## config.mk

```make
export PLATFORM = sky130hd
export DESIGN_NAME = serial_command_parser
export DESIGN_NICKNAME = d
export VERILOG_FILES = /design/src/hw/rtl/scp_pkg.sv /design/src/hw/rtl/scp_step.sv /design/src/hw/rtl/scp_settings.sv /design/src/hw/rtl/serial_command_parser.sv
export SDC_FILE = /design/constraint.sdc
export NUM_CORES = 1
export LEC_CHECK = 0
export ABC_AREA = 1
export BUFFER_PORTS_ARGS = -buffer_cell sky130_fd_sc_hd__buf_2
export CAP_MARGIN = 20
export CORE_ASPECT_RATIO = 2
export CORE_MARGIN = 1.5
export CORE_UTILIZATION = 55
export CTS_CLUSTER_SIZE = 16
export DETAILED_ROUTE_END_ITERATION = 7
export GPL_TIMING_DRIVEN = 0
export PLACE_DENSITY_LB_ADDON = 0.3
export SLEW_MARGIN = 20
export SYNTH_ARGS = -nofsm -noshare
export SYNTH_HDL_FRONTEND = slang
export SYNTH_SLANG_ARGS = --single-unit
```

## constraint.sdc

```tcl
create_clock -name clock -period 3.05 [get_ports clock]
set_input_delay 0.61 -clock clock [delete_from_list [all_inputs] [get_ports clock]]
set_output_delay 0.61 -clock clock [all_outputs]
set_load 0.05 [all_outputs]
```

## src/hw/rtl/scp_pkg.sv

```systemverilog
// Shared types and constants of the serial command parser.
package scp_pkg;

   localparam logic [7:0] CHAR_START   = 8'h73; // 's'
   localparam logic [7:0] CHAR_STOP    = 8'h70; // 'p'
   localparam logic [7:0] CHAR_GAIN    = 8'h67; // 'g'
   localparam logic [7:0] CHAR_RATE    = 8'h76; // 'v'
   localparam logic [7:0] CHAR_WINDOW  = 8'h62; // 'b'
   localparam logic [7:0] CHAR_SEND    = 8'h74; // 't'

   localparam logic [9:0] GAIN_MAX     = 10'd6;
   localparam logic [9:0] RATE_MAX     = 10'd12;
   localparam logic [9:0] WINDOW_MAX   = 10'd128;

   localparam logic [2:0] GAIN_RESET   = 3'd3;
   localparam logic [3:0] RATE_RESET   = 4'd0;
   localparam logic [7:0] WINDOW_RESET = 8'd16;

   typedef enum logic [2:0] {
      PH_IDLE     = 3'd0,
      PH_GAIN     = 3'd1,
      PH_RATE_HI  = 3'd2,
      PH_RATE_LO  = 3'd3,
      PH_RATE_END = 3'd4,
      PH_WIN_HUN  = 3'd5,
      PH_WIN_TEN  = 3'd6,
      PH_WIN_ONE  = 3'd7
   } phase_type;

   typedef enum logic [3:0] {
      MSG_NONE         = 4'd0,
      MSG_STOPPED      = 4'd1,
      MSG_BAD_CMD      = 4'd2,
      MSG_GAIN_SET     = 4'd3,
      MSG_GAIN_DIGIT   = 4'd4,
      MSG_GAIN_RANGE   = 4'd5,
      MSG_RATE_DIGIT1  = 4'd6,
      MSG_RATE_DIGIT2  = 4'd7,
      MSG_RATE_SET     = 4'd8,
      MSG_RATE_RANGE   = 4'd9,
      MSG_WIN_DIGIT1   = 4'd10,
      MSG_WIN_DIGIT2   = 4'd11,
      MSG_WIN_DIGIT3   = 4'd12,
      MSG_WIN_SET      = 4'd13,
      MSG_WIN_RANGE    = 4'd14
   } msg_type;

   typedef struct packed {
      phase_type   phase;
      logic        stop;
      logic [9:0]  accum;
      logic [2:0]  gain;
      logic [3:0]  rate;
      logic [7:0]  window;
   } parse_state_type;

   typedef struct packed {
      msg_type     message;
      logic        restart;
      logic        send;
   } step_flags_type;

endpackage

```

## src/hw/rtl/scp_step.sv

```systemverilog
// Combinational decode of one character against the current parser state.
module scp_step (
   input  scp_pkg::parse_state_type cur_state,
   input  logic [7:0]               rx_char,
   output scp_pkg::parse_state_type next_state,
   output scp_pkg::step_flags_type  flags
);

   logic       is_digit;
   logic [9:0] digit;
   logic [9:0] sum_one;
   logic [9:0] sum_ten;

   // ASCII digits are 0x30..0x39, so the value is the low nibble.
   assign is_digit = (rx_char[7:4] == 4'h3) && (rx_char[3:0] <= 4'd9);
   assign digit    = {6'd0, rx_char[3:0]};
   assign sum_one  = cur_state.accum + digit;
   assign sum_ten  = cur_state.accum + 10'((digit << 3) + (digit << 1));

   always_comb begin
      next_state       = cur_state;
      next_state.phase = scp_pkg::PH_IDLE;
      flags.message    = scp_pkg::MSG_NONE;
      flags.restart    = 1'b0;
      flags.send       = 1'b0;

      unique case (cur_state.phase)
         scp_pkg::PH_IDLE: begin
            case (rx_char)
               scp_pkg::CHAR_START: begin
                  next_state.stop = 1'b0;
                  flags.restart   = 1'b1;
               end
               scp_pkg::CHAR_STOP: begin
                  next_state.stop = 1'b1;
                  flags.message   = scp_pkg::MSG_STOPPED;
               end
               scp_pkg::CHAR_GAIN: begin
                  if (cur_state.stop) next_state.phase = scp_pkg::PH_GAIN;
               end
               scp_pkg::CHAR_RATE: begin
                  if (cur_state.stop) next_state.phase = scp_pkg::PH_RATE_HI;
               end
               scp_pkg::CHAR_WINDOW: begin
                  if (cur_state.stop) next_state.phase = scp_pkg::PH_WIN_HUN;
               end
               scp_pkg::CHAR_SEND: begin
                  flags.send = 1'b1;
               end
               default: begin
                  flags.message = scp_pkg::MSG_BAD_CMD;
               end
            endcase
         end
         scp_pkg::PH_GAIN: begin
            if (!is_digit) begin
               flags.message = scp_pkg::MSG_GAIN_DIGIT;
            end else begin
               next_state.accum = digit;
               if (digit <= scp_pkg::GAIN_MAX) begin
                  next_state.gain = digit[2:0];
                  flags.message   = scp_pkg::MSG_GAIN_SET;
               end else begin
                  flags.message   = scp_pkg::MSG_GAIN_RANGE;
               end
            end
         end
         scp_pkg::PH_RATE_HI: begin
            if (!is_digit) begin
               flags.message = scp_pkg::MSG_RATE_DIGIT1;
            end else begin
               next_state.accum = 10'((digit << 3) + (digit << 1));
               next_state.phase = scp_pkg::PH_RATE_LO;
            end
         end
         scp_pkg::PH_RATE_LO: begin
            if (!is_digit) begin
               flags.message = scp_pkg::MSG_RATE_DIGIT2;
            end else begin
               next_state.accum = sum_one;
               next_state.phase = scp_pkg::PH_RATE_END;
            end
         end
         scp_pkg::PH_RATE_END: begin
            // The trailing character is consumed whatever its value.
            if (cur_state.accum <= scp_pkg::RATE_MAX) begin
               next_state.rate = cur_state.accum[3:0];
               flags.message   = scp_pkg::MSG_RATE_SET;
            end else begin
               flags.message   = scp_pkg::MSG_RATE_RANGE;
            end
         end
         scp_pkg::PH_WIN_HUN: begin
            if (!is_digit) begin
               flags.message = scp_pkg::MSG_WIN_DIGIT1;
            end else begin
               next_state.accum = 10'((digit << 6) + (digit << 5) + (digit << 2));
               next_state.phase = scp_pkg::PH_WIN_TEN;
            end
         end
         scp_pkg::PH_WIN_TEN: begin
            if (!is_digit) begin
               flags.message = scp_pkg::MSG_WIN_DIGIT2;
            end else begin
               next_state.accum = sum_ten;
               next_state.phase = scp_pkg::PH_WIN_ONE;
            end
         end
         scp_pkg::PH_WIN_ONE: begin
            if (!is_digit) begin
               flags.message = scp_pkg::MSG_WIN_DIGIT3;
            end else begin
               next_state.accum = sum_one;
               if (sum_one <= scp_pkg::WINDOW_MAX) begin
                  next_state.window = sum_one[7:0];
                  flags.message     = scp_pkg::MSG_WIN_SET;
               end else begin
                  flags.message     = scp_pkg::MSG_WIN_RANGE;
               end
            end
         end
         default: begin
            next_state.phase = scp_pkg::PH_IDLE;
         end
      endcase
   end

endmodule

```

## src/hw/rtl/scp_settings.sv

```systemverilog
// Parser state register: phase, stop flag, accumulator and the settings.
module scp_settings (
   input  logic                     clock,
   input  logic                     reset,
   input  logic                     load,
   input  scp_pkg::parse_state_type state_in,
   output scp_pkg::parse_state_type state_ff
);

   always_ff @(posedge clock) begin
      if (reset) begin
         state_ff.phase  <= scp_pkg::PH_IDLE;
         state_ff.stop   <= 1'b0;
         state_ff.accum  <= 10'd0;
         state_ff.gain   <= scp_pkg::GAIN_RESET;
         state_ff.rate   <= scp_pkg::RATE_RESET;
         state_ff.window <= scp_pkg::WINDOW_RESET;
      end else if (load) begin
         state_ff <= state_in;
      end
   end

endmodule

```

## src/hw/rtl/serial_command_parser.sv

```systemverilog
// Top level of the serial command parser: input register, step logic, result register.
//
//   Channel   Direction  Handshake              Payload
//   req_      in         req_valid / req_ready  rx_char (8 bits)
//   rsp_      out        rsp_valid / rsp_ready  message, stopped, gain_code, rate_code,
//                                               window_size, restart_pulse, send_pulse
//
// Each character produces exactly one result transfer; it passes through the input
// register and then the result register. Both the input register and the result
// register can each hold one transfer, so one character is taken every cycle while
// the result side is ready; the single parse step between the two registers is combinational.
// A stall on the result side holds the result register and, once the input register
// is also full, drops req_ready. Reset is synchronous and active high; it empties
// both registers and restores the default settings (gain 3, rate 0, window 16).
module serial_command_parser (
   input  logic       clock,
   input  logic       reset,

   input  logic       req_valid,
   output logic       req_ready,
   input  logic [7:0] req_rx_char,

   output logic       rsp_valid,
   input  logic       rsp_ready,
   output logic [3:0] rsp_message,
   output logic       rsp_stopped,
   output logic [2:0] rsp_gain_code,
   output logic [3:0] rsp_rate_code,
   output logic [7:0] rsp_window_size,
   output logic       rsp_restart_pulse,
   output logic       rsp_send_pulse
);

   // Input register: one character waiting for the parse step.
   logic       in_valid_ff;
   logic [7:0] in_char_ff;

   // Result register.
   logic       out_valid_ff;
   logic [3:0] out_message_ff;
   logic       out_stopped_ff;
   logic [2:0] out_gain_ff;
   logic [3:0] out_rate_ff;
   logic [7:0] out_window_ff;
   logic       out_restart_ff;
   logic       out_send_ff;

   scp_pkg::parse_state_type state_ff;
   scp_pkg::parse_state_type state_in;
   scp_pkg::step_flags_type  flags;

   logic advance;
   logic req_take;

   // The held character moves into the result register when that register is empty
   // or is being emptied in this cycle. The parser state updates at the same edge,
   // so characters are always processed in arrival order.
   assign advance   = in_valid_ff && (!out_valid_ff || rsp_ready);
   assign req_ready = !in_valid_ff || advance;
   assign req_take  = req_valid && req_ready;

   scp_step u_step (
      .cur_state  (state_ff),
      .rx_char    (in_char_ff),
      .next_state (state_in),
      .flags      (flags)
   );

   scp_settings u_settings (
      .clock    (clock),
      .reset    (reset),
      .load     (advance),
      .state_in (state_in),
      .state_ff (state_ff)
   );

   always_ff @(posedge clock) begin
      if (reset) begin
         in_valid_ff  <= 1'b0;
         out_valid_ff <= 1'b0;
      end else begin
         if (req_take) begin
            in_valid_ff <= 1'b1;
         end else if (advance) begin
            in_valid_ff <= 1'b0;
         end
         if (advance) begin
            out_valid_ff <= 1'b1;
         end else if (rsp_ready) begin
            out_valid_ff <= 1'b0;
         end
      end
   end

   // Payload registers need no reset.
   always_ff @(posedge clock) begin
      if (req_take) begin
         in_char_ff <= req_rx_char;
      end
      if (advance) begin
         // The result reports the settings as they stand after this character.
         out_message_ff <= flags.message;
         out_restart_ff <= flags.restart;
         out_send_ff    <= flags.send;
         out_stopped_ff <= state_in.stop;
         out_gain_ff    <= state_in.gain;
         out_rate_ff    <= state_in.rate;
         out_window_ff  <= state_in.window;
      end
   end

   assign rsp_valid         = out_valid_ff;
   assign rsp_message       = out_message_ff;
   assign rsp_stopped       = out_stopped_ff;
   assign rsp_gain_code     = out_gain_ff;
   assign rsp_rate_code     = out_rate_ff;
   assign rsp_window_size   = out_window_ff;
   assign rsp_restart_pulse = out_restart_ff;
   assign rsp_send_pulse    = out_send_ff;

   // A restart always clears the stop flag.
   a_restart_runs: assert property (@(posedge clock) disable iff (reset)
      rsp_valid && rsp_restart_pulse |-> !rsp_stopped)
      else $error("restart reported while stopped");

   // A character is either a restart or a dump request, never both.
   a_pulse_excl: assert property (@(posedge clock) disable iff (reset)
      rsp_valid |-> !(rsp_restart_pulse && rsp_send_pulse))
      else $error("restart and send pulses together");

   // Settings never leave their legal ranges.
   a_gain_range: assert property (@(posedge clock) disable iff (reset)
      rsp_valid |-> rsp_gain_code <= 3'd6)
      else $error("gain code out of range");

   a_rate_range: assert property (@(posedge clock) disable iff (reset)
      rsp_valid |-> rsp_rate_code <= 4'd12)
      else $error("rate code out of range");

   a_window_range: assert property (@(posedge clock) disable iff (reset)
      rsp_valid |-> rsp_window_size <= 8'd128)
      else $error("window size out of range");

endmodule

```

Word level (Yosys, flattened, before mapping). Index checks and enable logic that the tools add are counted.

Add/subtract/negate cells: 5. Magnitude comparators: 4. Equality and inequality tests: 19. Muxes and demuxes: 41. Reductions and logical operators: 14.

Operator list (count): case mux 10 bit (5 select lines) (1); == test 8 x 7 -> 1 bit (second input constant) (6); 2-to-1 mux 10 bit (4); case mux 4 bit (8 select lines) (1); 2-to-1 mux 3 bit (10); 2-to-1 mux 8 bit (3); 2-to-1 mux 4 bit (5); case mux 3 bit (5 select lines) (1); 2-to-1 mux 13 bit (1); == test 3 bit (second input constant) (4); adder 10 bit (1); adder 10 x 4 -> 10 bit (1); adder 10 x 6 -> 10 bit (1); adder 10 x 9 -> 10 bit (1); <= comparator 10 x 4 -> 1 bit (second input constant) (1); <= comparator 10 x 8 -> 1 bit (second input constant) (1); inequality test 2 x 1 -> 1 bit (second input constant) (5); 2-to-1 mux 1 bit (9); case mux 3 bit (3 select lines) (1); adder 7 x 5 -> 8 bit (1); AND reduction 7 bit (1); == test 3 x 2 -> 1 bit (second input constant) (2); 2-to-1 mux 2 bit (3); nonzero test 5 bit (1); other kinds (13) (18).

Flip-flop bits (word level): 61. Output and inout bits: 24.

Longest topological paths before layout.
Depth in word-level cells: 6. Depth in mapped cells: 16.

Cells and area by module. A second synthesis with hierarchy kept.

Cell total of the unflattened synthesis: 619. Area, all modules: 4444.3 um^2.

By module, submodules not included: scp_step (instances 1, cells each 398, area each 2260.9 um^2, sequential area each 0.0 um^2); scp_settings (instances 1, cells each 179, area each 1191.1 um^2, sequential area each 580.6 um^2); serial_command_parser (instances 1, cells each 42, area each 992.2 um^2, sequential area each 940.9 um^2).

Least setup slack after synthesis. No wires, ideal clock.

Path kind: register to register. Start: register in_char_ff[0]. End: register, netlist name u_settings.state_ff[22]. Setup time: 0.070 ns. Arrival time: 2.359 ns. Setup slack: 0.621 ns. Stages on the path, launching flop included: 14. Buffers on the path: 0. Period minus slack after synthesis: 2.429 ns. Cells stage by stage: edfxtp_1 > ha_1 > fa_1 > xor2_1 > ha_1 > nand2_1 > inv_1 > nand4_1 > o211ai_1 > nand2_1 > nand2_1 > o211ai_1 > nand2_1 > a21oi_1.

Cells in the longest elaborated chain, start to end: 4. Elaborated cells on any way between the ends: 18. Those cells by class: add/sub: 5; order compare: 1; eq/ne: 5; mux: 5; reduce/logical: 2.

RTL lines: start, declared (RTL line serial_command_parser.sv:36) `logic [7:0] in_char_ff;`; start signal, assigned (RTL line serial_command_parser.sv:98) `in_char_ff <= req_rx_char;`; adder 10 x 9 -> 10 bit (tied with other cells) (RTL line scp_step.sv:97) `next_state.accum = 10'((digit << 6) + (digit << 5) + (digit << 2));`; adder 10 x 6 -> 10 bit (tied with other cells) (RTL line scp_step.sv:97); 2-to-1 mux 10 bit (tied with other cells) (RTL line scp_step.sv:94) `if (!is_digit) begin`; case mux 10 bit (5 select lines) or AND reduction 7 bit (tied branches).

Parallel ways exist; a longest one is shown, timed or not. The select of a mux whose other input is x is not followed. A chain may end at the register's enable or synchronous reset.

Worst setup path after layout.
Start: register in_char_ff[0]. End: register, netlist name u_settings.state_ff[21].

Cells in the longest elaborated chain, start to end: 4. Elaborated cells on any way between the ends: 18. Those cells by class: add/sub: 5; order compare: 1; eq/ne: 5; mux: 5; reduce/logical: 2.

RTL lines (RTL line): adder 10 x 9 -> 10 bit (tied with other cells) (scp_step.sv:97); adder 10 x 6 -> 10 bit (tied with other cells) (scp_step.sv:97); 2-to-1 mux 10 bit (tied with other cells) (scp_step.sv:94); case mux 10 bit (5 select lines) or AND reduction 7 bit (tied branches).

Parallel ways exist; a longest one is shown, timed or not. The select of a mux whose other input is x is not followed.

==> metrics.md <==
| Metric | Value |
|---|---|
| Worst path required time | 3.24 ns |
| Die extent in x | 62.8 microns |
| 1st-pass router iterations | 5 |
| Max VDD drop | 0.234 mV |
| Post-synthesis sequential element count | 61 |
| Port buffer count | 34 |
| TritonCTS Sinks | 61 |
| First-pass GRT wire length | 16400 microns |
| Number of synthesized flops with an enable pin | 30 |
| Worst reg2reg path startpoint | in_char_ff[0] |
| Die height | 123 microns |
| Core area | 6940 sq um |
| Post-synth top area cell | edfxtp_1 |
| Crit Path Class | reg2reg |
| Worst r2r dst | u_settings.state_ff[21] |
| Synth warn | 0 |
| Top cell by count, worst path | nand2_1 |
| Root Buffer | clkbuf_16 |
| Clock slew at reported path FFs | 0.05 ns |
| Initial DRC Count | 247 |
| Setup TNS | 0 ns |
| DR vias | 3682 |
| Die area | 7690 sq um |
| HP Class | in2reg |
| Initial antenna violation count | 0 |
| Diode count | 0 |
| WP depth | 12 |
| Crit. End Element | flip-flop |
| Antenna viol nets, final | 0 |
| Post-synthesis simple-gate area fraction | 0.288 |
| WHS | 0.454 ns |
| Syn Area/Cell | 7.64 sq um |
| Area post-placement | 4210 sq um |
| Synth area leaders | edfxtp_1, dfxtp_1, nand2_1 |
| Setup crit start kind | flip-flop |
| Global-route usage over all layers | 0.276 |
| Most frequent cells in the layout | nand2_1, inv_1, nor2_1 |
| Hold Path Sink | in_char_ff[4] |
| Crit path largest cell delay | 0.54 ns |
| Total gr overflow | 0 |
| Lkg Pwr | 0.00215 uW |
| Worst r2r path cells | 12 |
| Final Max Tran Viols | 0 |
| Crit path max-delay cell type | edfxtp_1 |
| Nets | 606 |
| Rows | 43 |
| Post-Syn Instances | 514 |
| Max Fclk | 352 MHz |
| Synthesis-to-layout area growth | 16.2% |
| Clk_skew | 0.00502 ns |
| Hold Crit Start | req_rx_char[4] |
| Slew Limit Headroom | 0.591 |
| Largest net degree at the start of global routing | 32 |
| Drt wl/cell | 15.2 microns |
| Multiplexer area fraction after synthesis | 0 |
| CTS H-tree depth | 3 |
| Most used DFF post-synth | dfxtp_1 |
| Most common cell after layout, fill and taps aside | nand2_1 |
| Worst Path Max Fanout | 7 |
| GP Congestion | 1.00 |
| Netlist cell types | 45 |
| WL final | 10000 microns |
| R2R Setup Slk | 0.21 ns |
| Vias in the first global route | 3563 |
| Final hold viol count | 0 |
| Synth Area in Compound Gates | 0.131 |
| Setup-failing EPs final | 0 |
| Final-layout fill cell count | 616 |
| Initial Util | 0.566 |
| Register area share after synthesis | 0.387 |
| Post-CTS Hold Buffers | 0 |
| Share of flip-flops with an asynchronous set or reset | 0 |
| Post-route cell area | 4560 sq um |
| Synth Area in XOR/XNOR | 0.00860 |
| Final period util | 0.930 |
| Status | complete, no violations |
| Largest family of logic cells by synthesized area | simple AND/OR/NAND/NOR gates |
| Post-Synth Adder-Cell Area | 0.0968 |
| Utilization after layout | 0.658 |
| PwrDens | 480 nW/um^2 |
| MaxCap Viol Count | 0 |
| Unrepaired setup endpoints after global routing | false |
| CTS tree | yes |
| Routed vias/inst | 5.57 |
| CTS max path bufs | 2 |
| Worst Path Arrival | 3.02 ns |
| Clock period minus worst slack | 2.84 ns |
| # DRC | 0 |
| Worst-skew pair later-pin latency | 0.33 ns |
| Post-Syn Area | 3930 sq um |
| Syn_nets | 554 |
| Layout cells sized above 1 | 0.152 |
| Crit path buf inv count | 1 |
| Top Family by Delay on Critical Path | adder cells |
| DP HPWL | 7450 microns |
| Top cell type's share of synthesized area | 0.229 |
| Io pins | 36 |
| Hold Path Stages | 1 |
| CTS Buf Count | 9 |
| Slew @ Worst Pin | 0.613 ns |
| Crit-path cells | ha_1, fa_1, xor2_1, ha_1, nand2_1, inv_1, a21oi_1, nand2_1, nand2_1, o22ai_1, o21ai_0, a21oi_1 |
-- routing by layer --
metal / global-route usage / share of wire
met5: 0 / 0
met4: 0.172 / 0.051
met3: 0.0458 / 0.035
met2: 0.530 / 0.56
met1: 0.268 / 0.36
-- worst max path at each step --
stage / startpoint / endpoint
floorplan: in_char_ff[0] / u_settings.state_ff[22]
global placement: in_char_ff[1] / u_settings.state_ff[21]
detailed placement: in_char_ff[1] / u_settings.state_ff[21]
CTS: in_char_ff[1] / u_settings.state_ff[21]
global route: in_char_ff[0] / u_settings.state_ff[21]
finish: in_char_ff[0] / u_settings.state_ff[21]
-- per-stage QoR --
step / power, uW / instances / worst slack (ns)
after global routing: 2260 / 661 / 0.0198
after global placement: 1180 / 638 / 0.163
after detailed placement: 1180 / 638 / 0.0872
after CTS: 2190 / 654 / 0.0884
after floorplan: 1120 / 514 / 0.621
final: 2190 / 661 / 0.213
-- power by group --
group / switching (uW) / internal [uW] / leakage, uW
clock: 361 / 652 / 0.000152
combinational: 181 / 78.7 / 0.00146
sequential: 18.3 / 901 / 0.000533
total: 560 / 1630 / 0.00215
-- cells by family (layout without fill, tap and decap cells) --
family	Yosys count	count (layout)
xor+xnor	3	3
simple gates	249	249
buf+inv	82	139
compound gates	91	91
fa+ha+maj	28	28
flops	61	61
-- timing repair --
action | 4_1_cts | 5_1_grt
setup buffers | 0 | 7
gates resized for setup | 0 | 0
setup endpoints to repair | 0 | 9
-- synth_stat cells (3+ instances only) --
cell      count
a21oi_1      37
a31oi_1       3
clkbuf_1      3
dfxtp_1      31
edfxtp_1     30
fa_1          4
ha_1         24
inv_1        69
nand2_1     118
nand2_2      11
nand3_1      35
nand4_1      16
nor2_1       47
nor3_1        9
o211ai_1      7
o21ai_0      30
o22ai_1       3
or2_2         3
-- area by class of cell --
class	count	area, sq um	share of cell area
Multi-Input combinational cell	371	2060	0.451
Sequential cell	61	1520	0.333
Inverter	73	274	0.0600
Clock buffer	10	239	0.0524
Timing Repair Buffer	41	223	0.0488
Tap cell	90	113	0.0247
Buffer	9	71.3	0.0156
Clock inverter	6	62.6	0.0137
-- sequential cells by signal, summed over array words and instances, names as in the netlist --
| register | cells |
|---|---|
| in_char_ff | 8 |
| in_valid_ff | 1 |
| rsp_gain_code | 3 |
| rsp_message | 4 |
| rsp_rate_code | 4 |
| rsp_restart_pulse | 1 |
| rsp_send_pulse | 1 |
| rsp_stopped | 1 |
| rsp_valid | 1 |
| rsp_window_size | 8 |
| u_settings.state_ff | 29 |
Note: power is estimated with default switching activity, not from simulation.
